**config.mk**
```make
export PLATFORM = sky130hd
export DESIGN_NAME = array_min_priority_queue_unit
export DESIGN_NICKNAME = d
export VERILOG_FILES = /design/src/rtl/apq_pkg.sv /design/src/rtl/apq_cell.sv /design/src/rtl/array_min_priority_queue_unit.sv
export SDC_FILE = /design/constraint.sdc
export NUM_CORES = 1
export LEC_CHECK = 0
export BUFFER_PORTS_ARGS = -buffer_cell sky130_fd_sc_hd__buf_2
export CAP_MARGIN = 0
export CORE_ASPECT_RATIO = 0.7
export CORE_MARGIN = 1
export CORE_UTILIZATION = 55
export CTS_CLUSTER_DIAMETER = 100
export CTS_CLUSTER_SIZE = 10
export DETAILED_ROUTE_END_ITERATION = 8
export HOLD_SLACK_MARGIN = 0.15
export PLACE_DENSITY = 0.72
export SKIP_LAST_GASP = 1
export SYNTH_ARGS = -nofsm -noshare
export SYNTH_HDL_FRONTEND = slang
export SYNTH_HIERARCHICAL = 1
export SYNTH_SLANG_ARGS = --single-unit
```
**constraint.sdc**
```tcl
create_clock -name clk -period 47.9 [get_ports clk]
set_input_delay 4.79 -clock clk [delete_from_list [all_inputs] [get_ports clk]]
set_output_delay 4.79 -clock clk [all_outputs]
set_load 0.01 [all_outputs]
```
**src/rtl/apq_pkg.sv**
```systemverilog
// Shared constants, codes and types for the array min-first priority queue.
package apq_pkg;

    localparam int DEPTH   = 8;
    localparam int VALUE_W = 32;
    localparam int PRIO_W  = 16;
    localparam int OCC_W   = 4;
    localparam int CNT_W   = $clog2(DEPTH + 1);
    localparam int IDX_W   = (DEPTH > 1) ? $clog2(DEPTH) : 1;

    localparam logic [1:0] ACT_INSERT = 2'd0;
    localparam logic [1:0] ACT_REMOVE = 2'd1;
    localparam logic [1:0] ACT_LIST   = 2'd2;

    localparam logic [2:0] ST_INSERTED = 3'd0;
    localparam logic [2:0] ST_FULL     = 3'd1;
    localparam logic [2:0] ST_REMOVED  = 3'd2;
    localparam logic [2:0] ST_EMPTY    = 3'd3;
    localparam logic [2:0] ST_LISTED   = 3'd4;

    // per-cell update controls
    typedef struct packed {
        logic load;
        logic shift;
    } apq_ctl_t;

    // running minimum handed along the chain
    typedef struct packed {
        logic                       found;
        logic signed [PRIO_W-1:0]   prio;
        logic signed [VALUE_W-1:0]  value;
        logic [IDX_W-1:0]           pos;
    } apq_min_t;

endpackage

```
**src/rtl/apq_cell.sv**
```systemverilog
// One queue slot: holds an entry, folds it into the running minimum, shifts down.
module apq_cell (
    input  logic                               clk,
    input  apq_pkg::apq_ctl_t                  ctl,
    input  logic                               occupied,
    input  logic [apq_pkg::IDX_W-1:0]          idx,
    input  logic signed [apq_pkg::VALUE_W-1:0] new_value,
    input  logic signed [apq_pkg::PRIO_W-1:0]  new_priority,
    input  logic signed [apq_pkg::VALUE_W-1:0] nb_value,
    input  logic signed [apq_pkg::PRIO_W-1:0]  nb_priority,
    input  apq_pkg::apq_min_t                  min_in,
    output apq_pkg::apq_min_t                  min_out,
    output logic signed [apq_pkg::VALUE_W-1:0] value,
    output logic signed [apq_pkg::PRIO_W-1:0]  priority_q
);
    import apq_pkg::*;

    logic signed [VALUE_W-1:0] value_reg, value_next;
    logic signed [PRIO_W-1:0]  prio_reg, prio_next;
    logic                      take;

    always_comb
    begin
        priority if (ctl.shift)
        begin
            value_next = nb_value;
            prio_next  = nb_priority;
        end
        else if (ctl.load)
        begin
            value_next = new_value;
            prio_next  = new_priority;
        end
        else
        begin
            value_next = value_reg;
            prio_next  = prio_reg;
        end
    end

    always_ff @(posedge clk)
    begin
        value_reg <= value_next;
        prio_reg  <= prio_next;
    end

    // strict compare keeps the earlier slot on equal priorities
    assign take = occupied && (!min_in.found || (prio_reg < min_in.prio));

    always_comb
    begin
        if (take)
        begin
            min_out.found = 1'b1;
            min_out.prio  = prio_reg;
            min_out.value = value_reg;
            min_out.pos   = idx;
        end
        else
        begin
            min_out = min_in;
        end
    end

    assign value      = value_reg;
    assign priority_q = prio_reg;

endmodule

```
**src/rtl/array_min_priority_queue_unit.sv**
```systemverilog
// Top level: row of queue cells, command sequencer and output word register.
//
//  channel | direction | handshake          | word
//  --------+-----------+--------------------+------------------------------------------
//  in      | input     | in_valid/in_ready   | action, item_value, item_priority
//  out     | output    | out_valid/out_ready | status, out_value, out_priority, last,
//          |           |                     | occupancy
//
// Insert and remove complete in the edge that takes the command: the minimum ripples
// along the cell row and every occupied cell at or above the winner shifts down in the
// same edge. List first enters the listing state, then sends one word per cycle while
// the output is not stalled, and the input stays blocked until the last word is loaded.
// One command is handled at a time; the next is taken only in a cycle where the output
// register is empty or its word is being taken. A stalled output holds everything. Reset
// clears the count, control and output word only; cells are never read before written.
module array_min_priority_queue_unit (
    input  logic                               clk,
    input  logic                               rst_n,
    input  logic                               in_valid,
    output logic                               in_ready,
    input  logic [1:0]                         action,
    input  logic signed [apq_pkg::VALUE_W-1:0] item_value,
    input  logic signed [apq_pkg::PRIO_W-1:0]  item_priority,
    output logic                               out_valid,
    input  logic                               out_ready,
    output logic [2:0]                         status,
    output logic signed [apq_pkg::VALUE_W-1:0] out_value,
    output logic signed [apq_pkg::PRIO_W-1:0]  out_priority,
    output logic                               last,
    output logic [apq_pkg::OCC_W-1:0]          occupancy
);
    import apq_pkg::*;

    typedef enum logic {S_IDLE, S_LIST} state_t;

    state_t                    state_reg;
    logic [CNT_W-1:0]          count_reg;
    logic [IDX_W-1:0]          list_idx_reg;
    logic                      out_valid_reg;
    logic [2:0]                status_reg;
    logic signed [VALUE_W-1:0] value_reg;
    logic signed [PRIO_W-1:0]  prio_reg;
    logic                      last_reg;
    logic [CNT_W-1:0]          occ_reg;

    apq_ctl_t                  cell_ctl   [DEPTH];
    apq_min_t                  min_chain  [DEPTH+1];
    logic signed [VALUE_W-1:0] cell_value [DEPTH];
    logic signed [PRIO_W-1:0]  cell_prio  [DEPTH];

    logic in_fire, out_free, is_full, is_empty, ins_do, rem_do, list_last;
    logic word_load;

    assign out_free  = !out_valid_reg || out_ready;
    assign in_ready  = (state_reg == S_IDLE) && out_free;
    assign in_fire   = in_valid && in_ready;
    assign is_full   = (count_reg == CNT_W'(DEPTH));
    assign is_empty  = (count_reg == '0);
    assign ins_do    = in_fire && (action == ACT_INSERT) && !is_full;
    assign rem_do    = in_fire && (action == ACT_REMOVE) && !is_empty;
    assign list_last = (CNT_W'(list_idx_reg) == (count_reg - CNT_W'(1)));

    // a new word enters the output register this edge
    assign word_load = ((state_reg == S_IDLE) && in_fire
                        && (action == ACT_INSERT || action == ACT_REMOVE
                            || (action == ACT_LIST && is_empty)))
                       || ((state_reg == S_LIST) && out_free);

    assign min_chain[0] = '0;

    for (genvar i = 0; i < DEPTH; i++)
    begin : g_cell
        logic signed [VALUE_W-1:0] nb_value;
        logic signed [PRIO_W-1:0]  nb_prio;
        logic                      occupied;

        if (i == DEPTH - 1)
        begin : g_end
            // top slot empties on a shift; its contents no longer matter
            assign nb_value = item_value;
            assign nb_prio  = item_priority;
        end
        else
        begin : g_mid
            assign nb_value = cell_value[i+1];
            assign nb_prio  = cell_prio[i+1];
        end

        assign occupied          = (CNT_W'(i) < count_reg);
        assign cell_ctl[i].load  = ins_do && (count_reg == CNT_W'(i));
        assign cell_ctl[i].shift = rem_do && occupied
                                   && (min_chain[DEPTH].pos <= IDX_W'(i));

        apq_cell u_cell (
            .clk          (clk),
            .ctl          (cell_ctl[i]),
            .occupied     (occupied),
            .idx          (IDX_W'(i)),
            .new_value    (item_value),
            .new_priority (item_priority),
            .nb_value     (nb_value),
            .nb_priority  (nb_prio),
            .min_in       (min_chain[i]),
            .min_out      (min_chain[i+1]),
            .value        (cell_value[i]),
            .priority_q   (cell_prio[i])
        );
    end

    always_ff @(posedge clk or negedge rst_n)
    begin
        if (!rst_n)
        begin
            state_reg     <= S_IDLE;
            count_reg     <= '0;
            list_idx_reg  <= '0;
            out_valid_reg <= 1'b0;
            status_reg    <= ST_INSERTED;
            value_reg     <= '0;
            prio_reg      <= '0;
            last_reg      <= 1'b0;
            occ_reg       <= '0;
        end
        else
        begin
            if (word_load)
                out_valid_reg <= 1'b1;
            else if (out_ready)
                out_valid_reg <= 1'b0;

            unique case (state_reg)
                S_IDLE:
                begin
                    if (in_fire)
                    begin
                        unique case (action)
                            ACT_INSERT:
                            begin
                                value_reg     <= '0;
                                prio_reg      <= '0;
                                last_reg      <= 1'b1;
                                if (is_full)
                                begin
                                    status_reg <= ST_FULL;
                                    occ_reg    <= count_reg;
                                end
                                else
                                begin
                                    status_reg <= ST_INSERTED;
                                    occ_reg    <= count_reg + CNT_W'(1);
                                    count_reg  <= count_reg + CNT_W'(1);
                                end
                            end
                            ACT_REMOVE:
                            begin
                                last_reg      <= 1'b1;
                                if (is_empty)
                                begin
                                    status_reg <= ST_EMPTY;
                                    value_reg  <= '0;
                                    prio_reg   <= '0;
                                    occ_reg    <= count_reg;
                                end
                                else
                                begin
                                    status_reg <= ST_REMOVED;
                                    value_reg  <= min_chain[DEPTH].value;
                                    prio_reg   <= min_chain[DEPTH].prio;
                                    occ_reg    <= count_reg - CNT_W'(1);
                                    count_reg  <= count_reg - CNT_W'(1);
                                end
                            end
                            ACT_LIST:
                            begin
                                if (is_empty)
                                begin
                                    status_reg    <= ST_EMPTY;
                                    value_reg     <= '0;
                                    prio_reg      <= '0;
                                    last_reg      <= 1'b1;
                                    occ_reg       <= count_reg;
                                end
                                else
                                begin
                                    state_reg    <= S_LIST;
                                    list_idx_reg <= '0;
                                end
                            end
                            default:
                            begin
                                // unused code: swallowed, no word
                            end
                        endcase
                    end
                end
                S_LIST:
                begin
                    if (out_free)
                    begin
                        status_reg    <= ST_LISTED;
                        value_reg     <= cell_value[list_idx_reg];
                        prio_reg      <= cell_prio[list_idx_reg];
                        last_reg      <= list_last;
                        occ_reg       <= count_reg;
                        list_idx_reg  <= list_idx_reg + IDX_W'(1);
                        if (list_last)
                            state_reg <= S_IDLE;
                    end
                end
                default:
                begin
                    state_reg <= S_IDLE;
                end
            endcase
        end
    end

    assign out_valid    = out_valid_reg;
    assign status       = status_reg;
    assign out_value    = value_reg;
    assign out_priority = prio_reg;
    assign last         = last_reg;
    assign occupancy    = OCC_W'(occ_reg);

endmodule

```
==> results.cfg, run 1 <==
[clocking]
clock_sinks = 449
cts_hold_buf = 0
cts_tree = yes
numCtsBuffers = 50
path_clk_slew_ps = 60
cts.htree.levels = 2
clk-insertion-delay-late_ps = 610
post-cts-setup-buffers = 0
cts_root_buffer = clkbuf_16
cts-resized-gates = 0
ctsLongestPathBuffers = 3

[timing]
fin_crit_ps = 23700
worst_pin_slew_ps = 1285
fmax_ghz = 0.04220
max_slew_margin = 0.1214
finalMaxSlewViolations = 0
hold-worst-slack_ps = 499.8
hold_violations = 0
setup-tns-final_ps = 0
post-route-period-util = 0.4947
rsz0062_at_grt = false
setup_viol = 0
finClkSkew_ps = 28.35

[layout]
multi_input_area_um2 = 17270
layout_commonest_cell = mux2_2
largest_register_ffs = 256
register_area_um2 = 13160
postLayoutCellArea_um2 = 34190
layout_common_cells = mux2_2 (847), edfxtp_1 (384), inv_1 (136), ha_1 (128), buf_2 (110)
n_fill_cell = 4399
utilization = 0.6122
syn2layout_area_growth_pct = 8.656
layout.nets = 2743
drive_above_1_share = 0.4677

[setup_path]
crit_type = flop to flop
critPathLaunchType = flop
cp_max_fo = 51
crit_arrival_ps = 23910
slowest_delay_ps = 1120
path_common_cell = buf_4
cp_slowest_cell = a2111oi_0
reg2regPathDepth = 71
cp.required_ps = 48120
end_kind = flop

[drt]
drt-initial-drc-count = 2504
vias_per_cell = 6.588
ant_nets = 0
totalWireLength_um = 94580
drc = 28
wl_per_cell_um = 28.31
vias = 22010
first_pass_iters = 7

[logic_synthesis]
syn_area_um2 = 31470
syn_area_per_cell_um2 = 13.05
synthCells = 2412
ys_warn_count = 6

[pwr]
power_density_nw_per_um2 = 85.70
power_mw = 2.930
ir_drop_mv = 0.09741
leakagePower_nw = 12.73

[floorplan]
coreArea_um2 = 55850
die-area_um2 = 58190
start_util = 0.5634
ios = 112
die_width_um = 287.9
fp-row-count = 72
die_h_um = 202.1

[global_routing]
grt-ovfl-total = 0
grt_pass1_wl_um = 139900
track_usage = 0.3219
use_met3 = 0.08454
met2_usage = 0.4435
antenna_found_initial = 5
gr-max-usage-layer = met1
grt_start_max_net_pins = 62
grt_pass1_vias = 21870
met1_usage = 0.4861

[placed_design]
place_congestion = 0.9074
dp_hpwl_um = 58450
placed_area_um2 = 32760
portBuffers = 111

[outcome]
status = complete, but fails checks
violations = DRC

[min_path]
min_path_type = flop to flop
hold_depth = 1

[flow_run]
maxCapViolCount = 0
routing by layer:
metal | share of wire | wire length [um]
met5 | 0.00064 | 61
met4 | 0.031 | 2915
met3 | 0.11 | 10790
met2 | 0.40 | 38010
met1 | 0.45 | 42800
final timing paths:
check / slack [ps] / end / startpoint
worst max-delay path: 24200 / g_cell[6].u_cell/value[4] / count_reg[1]
worst min-delay path: 500 / status[1] / status[1]
worst max register to register: 24200 / g_cell[6].u_cell/value[4] / count_reg[1]
worst min register to register: 500 / status[1] / status[1]
max in group asynchronous: 42650 / out_priority[8] / rst_n
min in group asynchronous: 4190 / list_idx_reg[0] / rst_n
critical path, delay by kind of cell, from the launching register on:
family	cells	cell delay [ps]
compound gates	21	7670
fa+ha+maj	8	1820
buf+inv	19	6600
flops	1	490
mux	8	3270
simple gates	15	3290
cell type report:
type,instances,area share
Inverter,138,0.01515
Antenna cell,1,0.00007319
Clock buffer,90,0.04161
Clock inverter,1,0.0002562
Multi-Input combinational cell,1768,0.5051
Timing Repair Buffer,154,0.02576
Tap cell,740,0.02708
Sequential cell,449,0.3849
metrics by stage:
step	std cells	setup WS, ps
after floorplan	2505	30730
after global placement	3249	25560
after detailed placement	3249	25040
after CTS	3340	24950
after global routing	3340	23600
final	3341	24200
power breakdown:
| part | internal [mW] | switching (mW) |
|---|---|---|
| Sequential | 0.504 | 0.0636 |
| Combinational | 1.00 | 1.00 |
| Clock | 0.199 | 0.163 |
| Total | 1.70 | 1.23 |
No activity file was read; power rests on OpenSTA's default activity.
==> run 2: changes to the inputs <==
- clock period: 47.9 -> 22.1 ns (I/O delays scaled with it)
==> run 2 against run 1 <==
The run still ends with DRC left. Sequential share of layout area decreased by 0.31 points. Critical endpoint is now g_cell[6].u_cell/value[14]. Largest power group unchanged. Via count about the same. Worst setup slack got worse by 23000 ps.
==> results.cfg, run 2 (synthesis gave the netlist of run 1 again) <==
[drt]
wl_per_cell_um = 28.66
first_pass_iters = 7
vias = 22030
ant_nets = 0
totalWireLength_um = 96260
vias_per_cell = 6.559
drt-initial-drc-count = 2777
drc = 14

[flow_run]
maxCapViolCount = 0

[layout]
syn2layout_area_growth_pct = 9.539
antenna_cells = 0
stdcell_count = 3358
n_fill_cell = 4422
layout_common_cells = mux2_2 (847), edfxtp_1 (384), inv_1 (136), ha_1 (128), buf_2 (110)
drive_above_1_share = 0.4717
layout_commonest_cell = mux2_2
utilization = 0.6171
largest_register_ffs = 256
layout.nets = 2760

[setup_path]
worstSetupStartpoint = count_reg[0]
crit_end = g_cell[6].u_cell/value[14]
cp_max_fo = 28
crit_type = flop to flop
slowest_delay_ps = 740
cp.required_ps = 22350
cp_slowest_cell = or2_2
reg2regPathDepth = 71
critPathLaunchType = flop
rrSetupSlack_ps = 950
rr_endpoint = g_cell[6].u_cell/value[14]
end_kind = flop
crit_arrival_ps = 21400
r2r-start = count_reg[0]

[timing]
fmax_ghz = 0.04728
setup_viol = 0
worst_pin_slew_ps = 1152
hold-worst-slack_ps = 499.1
rsz0062_at_grt = false
finalMaxSlewViolations = 0
fin_crit_ps = 21150
setup-tns-final_ps = 0
finClkSkew_ps = 31.70
hold_violations = 0
max_slew_margin = 0.2293
post-route-period-util = 0.9571

[pwr]
ir_drop_mv = 0.1994
leakagePower_nw = 12.85
power_density_nw_per_um2 = 185.9
power_mw = 6.409

[global_routing]
grt_pass1_vias = 21940
gr-max-usage-layer = met1
met1_usage = 0.5078
use_met3 = 0.05463
grt-ovfl-total = 0
antenna_found_initial = 1
track_usage = 0.3258
grt_pass1_wl_um = 141500
grt_start_max_net_pins = 137
met2_usage = 0.4715

[outcome]
status = complete, but fails checks
violations = DRC

[placed_design]
place_congestion = 0.9389
numPlacedInstances = 3261
dp_hpwl_um = 61620
portBuffers = 111

[floorplan]
die_width_um = 287.9
die_h_um = 202.1
die-area_um2 = 58190
ios = 112
start_util = 0.5634
coreArea_um2 = 55850
fp-row-count = 72

[min_path]
min_path_type = flop to flop

[clocking]
cts_root_buffer = clkbuf_16
path_clk_slew_ps = 60
cts.htree.levels = 2
ctsLongestPathBuffers = 3
clock_sinks = 449
cts_tree = yes
cts_hold_buf = 0
clk-insertion-delay-late_ps = 630
numCtsBuffers = 50
[run 2: final cells by class]
cell class | instances | area (um^2) | share of cell area
Inverter | 138 | 518.0 | 0.01503
Multi-Input combinational cell | 1768 | 17270 | 0.5011
Tap cell | 740 | 925.9 | 0.02686
Clock buffer | 89 | 1398 | 0.04055
Clock inverter | 3 | 56.30 | 0.001633
Sequential cell | 449 | 13160 | 0.3818
Timing Repair Buffer | 171 | 1136 | 0.03296
[run 2: report_power, final]
| part | total, mW | switching (mW) | internal [mW] |
|---|---|---|---|
| Combinational | 4.39 | 2.17 | 2.22 |
| Clock | 0.782 | 0.354 | 0.428 |
| Sequential | 1.24 | 0.146 | 1.09 |
| Total | 6.41 | 2.67 | 3.74 |
[run 2: through the flow]
stage	setup slack (ps)	cell area [um^2]
3_5_place_dp	619.3	32950
5_1_grt	70.67	34470
2_1_floorplan	4933	31820
4_1_cts	493.1	34400
3_3_place_gp	633.0	32940
6_report	948.9	34470
[run 2: worst min path at each step]
stage / start / endpoint / slack, ps / cells after the start
finish: status[1] / status[1] / 500 / 1
global route: status[1] / status[1] / 510 / 1
CTS: status[1] / status[1] / 500 / 1
detailed placement: status[1] / status[1] / 480 / 1
global placement: status[1] / status[1] / 470 / 1
floorplan: status[1] / status[1] / 520 / 1
[run 2: critical path: cells and delay by family (launching register included)]
family / cells / cell delay (ps)
AO/OA/AOI/OAI: 19 / 6140
adder cells (fa/ha/maj): 8 / 2070
buffers and inverters: 18 / 4050
flip-flops: 1 / 510
multiplexers: 8 / 3000
AND/OR/NAND/NOR: 18 / 4940
[run 2: metal layers]
layer / vias up / share of wire
li1: 9618 / -
met1: 11140 / 0.47
met3: 115 / 0.093
met2: 1154 / 0.42
met5: - / 0
met4: 0 / 0.016
[run 2: what timing repair did]
| action | in CTS | in global routing |
|---|---|---|
| buffers inserted | 0 | 5 |
| resized for setup | 0 | 1 |
| endpoints found under the setup margin | 0 | 712 |
